--- config.mk ---
export PLATFORM = sky130hd
export DESIGN_NAME = sgr_queue
export DESIGN_NICKNAME = d
export VERILOG_FILES = /design/src/sgr_pkg.sv /design/src/sgr_queue.sv
export SDC_FILE = /design/constraint.sdc
export NUM_CORES = 1
export LEC_CHECK = 0
export ABC_AREA = 1
export ABC_CLOCK_PERIOD_IN_PS = 6400
export BUFFER_PORTS_ARGS = -buffer_cell sky130_fd_sc_hd__buf_2
export CAP_MARGIN = 20
export CORE_ASPECT_RATIO = 2
export CORE_MARGIN = 2
export CORE_UTILIZATION = 50
export DETAILED_ROUTE_END_ITERATION = 7
export GPL_TIMING_DRIVEN = 0
export PLACE_DENSITY = 0.78
export RECOVER_POWER = 100
export SYNTH_ARGS = -nofsm -noshare
export SYNTH_HDL_FRONTEND = slang
export SYNTH_SLANG_ARGS = --single-unit
--- constraint.sdc ---
create_clock -name clk -period 6.4 [get_ports clk]
set_clock_uncertainty 0.05 [all_clocks]
set_input_delay 0 -clock clk [delete_from_list [all_inputs] [get_ports clk]]
set_output_delay 0 -clock clk [all_outputs]
set_load 0.03 [all_outputs]
--- src/sgr_pkg.sv ---
`default_nettype none
// ----------------------------------------------------------------------------
// sgr_pkg
// Shared constants and the command word passed from the front end to the
// back end of the SGR attribute interpreter.
// ----------------------------------------------------------------------------
package sgr_pkg;

	localparam int SGR_PALETTE_DEPTH = 256;
	localparam int COLOR_W           = 24;
	localparam int QUEUE_DEPTH       = 2;
	localparam int NUM_FLAGS         = 6;

	localparam logic [1:0] KIND_PARAM = 2'd0;
	localparam logic [1:0] KIND_EMPTY = 2'd1;
	localparam logic [1:0] KIND_PAL   = 2'd2;

	localparam logic [1:0] ST_OK      = 2'd0;
	localparam logic [1:0] ST_UNSUP   = 2'd1;
	localparam logic [1:0] ST_MISSING = 2'd2;
	localparam logic [1:0] ST_RANGE   = 2'd3;

	localparam logic [1:0] SRC_KEEP   = 2'd0;
	localparam logic [1:0] SRC_PAL_A  = 2'd1;
	localparam logic [1:0] SRC_PAL_B  = 2'd2;
	localparam logic [1:0] SRC_DIRECT = 2'd3;

	localparam int ATTR_BOLD   = 0;
	localparam int ATTR_FAINT  = 1;
	localparam int ATTR_ITALIC = 2;
	localparam int ATTR_UNDER  = 3;
	localparam int ATTR_STRIKE = 4;
	localparam int ATTR_INV    = 5;

	typedef struct packed {
		logic                 pal_wr;
		logic [7:0]           addr_a;
		logic [7:0]           addr_b;
		logic [1:0]           fg_src;
		logic [1:0]           bg_src;
		logic [COLOR_W-1:0]   rgb;
		logic [NUM_FLAGS-1:0] flag_set;
		logic [NUM_FLAGS-1:0] flag_clr;
		logic [1:0]           status;
	} sgr_cmd_t;

endpackage
`default_nettype wire

--- src/sgr_queue.sv ---
`default_nettype none
// ----------------------------------------------------------------------------
// sgr_queue
// Short command queue that decouples the front end from the back end.
// ----------------------------------------------------------------------------
module sgr_queue import sgr_pkg::*; (
	input  wire logic     clk,
	input  wire logic     arst_n,
	input  wire logic     push,
	input  wire sgr_cmd_t cmd_in,
	output logic          full,
	output logic          valid,
	input  wire logic     pop,
	output sgr_cmd_t      cmd_out
);

	localparam int QAW = $clog2(QUEUE_DEPTH);

	sgr_cmd_t       entry_q [QUEUE_DEPTH];
	logic [QAW:0]   wptr_q;
	logic [QAW:0]   rptr_q;

	assign valid   = wptr_q != rptr_q;
	assign full    = (wptr_q[QAW] != rptr_q[QAW]) && (wptr_q[QAW-1:0] == rptr_q[QAW-1:0]);
	assign cmd_out = entry_q[rptr_q[QAW-1:0]];

	always_ff @(posedge clk) begin
		if (push) begin
			entry_q[wptr_q[QAW-1:0]] <= cmd_in;
		end
	end

	always_ff @(posedge clk or negedge arst_n) begin
		if (!arst_n) begin
			wptr_q <= '0;
			rptr_q <= '0;
		end else begin
			if (push) begin
				wptr_q <= wptr_q + 1'b1;
			end
			if (pop) begin
				rptr_q <= rptr_q + 1'b1;
			end
		end
	end

endmodule
`default_nettype wire

==> impl_metrics.tcl <==
set metrics [dict create \
    crit_arrival_ps 3150 \
    root_buffer "clkbuf_16" \
    synth_area_sq_um 4510 \
    clkTransAtPathRegs_ps 50 \
    period_minus_slack_ps 3210 \
    fin_setup_tns_ps 0 \
    power_density_nw_per_um2 503 \
    wire_per_inst_um 15.4 \
    grt_pass1_vias 3425 \
    rsz0062_at_grt "false" \
    worstPathRequired_ps 6340 \
    dp_cells 563 \
    yosysSeqAreaShare 0.807 \
    fin_cells 659 \
    seqPwrFrac 0.346 \
    clockPowerShare 0.301 \
    leakagePower_nw 2.58 \
    final-seq-area_sq_um 3640 \
    met1_length_um 3500 \
    timing.slew.headroom -0.721 \
    end_kind "register" \
    min_path_type "input pin to register" \
    wirelength_um 10100 \
    switchingPower_mw 1.24 \
    ys_ff_latch 122 \
    synthCells 336 \
    numCtsBuffers 17 \
    p_sw_frac 0.385 \
    clk_latency_ps 390 \
    initialDrtViolationCount 137 \
    vias 3182 \
    total_power_mw 3.21 \
    htreeDepth 4 \
    place_area_sq_um 5300 \
    cts_tree "yes" \
    maxCapViolCount 2 \
    fin_nets 606 \
    via_per_inst 4.83 \
    hold_violations 0 \
    drc 0 \
    multiInputGateArea_sq_um 752 \
    finalSetupViolations 0 \
    dr_wl_met2_um 5880 \
    grt_max_degree 32 \
    route.top_layer_used "met4" \
    power.internal_mw 1.97 \
    dp_slack_ps 4510 \
    dr.pass1.iters 4 \
    ys_types 10 \
    worstMarginPinSlew_ps 2570 \
    start_util 0.508 \
    die_h_um 138 \
    violations "max-capacitance violations, max-slew violations" \
    antenna_left 0 \
    startpoint_type "register" \
    boundaryPins 124 \
    cp_slowest_cell "clkbuf_1" \
    setup_ws_ps 3190 \
    dpl.hpwl_um 6010 \
    ir_worst_vdd_mv 0.470 \
    syn_to_final_growth_pct 41.4 \
    drive_above_1_share 0.108 \
    io_buffers 123 \
    met3WireLength_um 395 \
    slew_viol_final 60 \
    yosysWarnings 0 \
    cts_resized 0 \
    synth.net_count 399 \
    dieArea_sq_um 9850 \
    crit_fanout 30 \
    crit_chain "nand2_1, inv_1, clkbuf_1" \
    rows 49 \
    grt_first_pass_wirelength_um 15900 \
    antenna_found_initial 1 \
    core-area_sq_um 8890 \
    ctsLongestPathBuffers 2 \
    final_area_sq_um 6380 \
    post-route-period-util 0.502 \
    grt_usage 0.214 \
    clock.fmax_ghz 0.311 \
    syn_avg_cell_area_sq_um 13.4 \
    fp.dieW_um 71.2 \
    grt_remaining_overflow 0 \
    status "finished, violations left" \
    p_comb_frac 0.353 \
    gp_congestion 0.685 \
    max_stage_delay_ps 1340 \
    clock_sinks 122 \
    worstSetupPathType "register to register" \
    fillers 640 \
]
-- final cells by class --
class | instances | share of cell area
Sequential cell | 122 | 0.571
Timing Repair Buffer | 188 | 0.180
Clock buffer | 18 | 0.0673
Antenna cell | 1 | 0.000392
Tap cell | 102 | 0.0200
Clock inverter | 14 | 0.0280
Inverter | 6 | 0.00392
Buffer | 13 | 0.0118
Multi-Input combinational cell | 195 | 0.118
-- worst paths after layout --
check | startpoint | to | slack (ps) | depth (start not counted)
setup reg to reg | wptr_q[0] | entry_q[1][45] | 3190 | 3
hold reg to reg | rptr_q[1] | rptr_q[1] | 510 | 2
min in group asynchronous | arst_n | wptr_q[0] | 500 | 3
setup / recovery | wptr_q[0] | entry_q[1][45] | 3190 | 3
hold / removal | cmd_in[56] | entry_q[1][56] | 280 | 2
max in group asynchronous | arst_n | wptr_q[1] | 5620 | 3
-- logic make-up (layout without fill, tap and decap cells) --
family                 after synthesis  in the layout  share of synthesized area
buffers and inverters               19            239                     0.0261
XOR/XNOR                             4              4                    0.00776
AND/OR/NAND/NOR                    191            191                      0.159
flip-flops                         122            122                      0.807
other                                0              1                          0
-- layout by cell type, fill, tap and decap left out --
| cell type | Yosys | layout |
|---|---|---|
| buf_12 | 0 | 1 |
| buf_2 | 5 | 23 |
| buf_4 | 6 | 5 |
| buf_6 | 2 | 1 |
| bufinv_16 | 0 | 4 |
| clkbuf_1 | 0 | 108 |
| clkbuf_16 | 0 | 17 |
| clkbuf_2 | 0 | 1 |
| clkinv_1 | 0 | 3 |
| clkinv_2 | 0 | 3 |
| clkinv_4 | 0 | 2 |
| clkinvlp_4 | 0 | 2 |
| dfrtp_1 | 4 | 4 |
| diode_2 | 0 | 1 |
| dlygate4sd3_1 | 0 | 63 |
| edfxtp_1 | 118 | 118 |
| inv_1 | 5 | 5 |
| inv_4 | 1 | 1 |
| nand2_1 | 189 | 189 |
| nor2_1 | 2 | 2 |
| xor2_1 | 4 | 4 |
-- synthesized netlist by cell type --
| library cell | instances | area share |
|---|---|---|
| xor2_1 | 4 | 0.0078 |
| buf_4 | 6 | 0.010 |
| nor2_1 | 2 | 0.0017 |
| inv_1 | 5 | 0.0042 |
| nand2_1 | 189 | 0.16 |
| dfrtp_1 | 4 | 0.022 |
| buf_6 | 2 | 0.0050 |
| edfxtp_1 | 118 | 0.79 |
| buf_2 | 5 | 0.0055 |
| inv_4 | 1 | 0.0014 |
-- stage by stage --
stage               utilization  hold WS [ps]
floorplan                     -          -346
global placement          0.591          -244
detailed placement        0.597          -234
CTS                       0.736           250
global route              0.718           258
finish                    0.718           278
-- critical path, delay by kind of cell (launching register included) --
kind / cells / cell delay (ps)
flip-flops: 1 / 430
buffers and inverters: 2 / 2200
AND/OR/NAND/NOR: 1 / 110
-- power groups by stage --
stage	combinational [mW]	clock [mW]	sequential [mW]
floorplan	0.812	0	1.12
global placement	1.13	0	1.13
detailed placement	1.17	0	1.12
CTS	1.21	0.982	1.11
global route	1.22	1.02	1.12
finish	1.13	0.966	1.11
-- metal layers --
metal	track usage	up-vias
met2	0.397	112
met5	0	-
li1	-	1543
met3	0.0634	29
met4	0.112	0
met1	0.200	1498
-- registers in the layout, summed over array words and instances, names as in the netlist --
register	cells
entry_q	118
rptr_q	2
wptr_q	2
-- timing repair --
action / in CTS / in global routing
hold buffers: 63 / 0
buffers inserted: 0 / 0
endpoints found under the hold margin: 126 / 0
No activity file was read; power rests on OpenSTA's default activity.
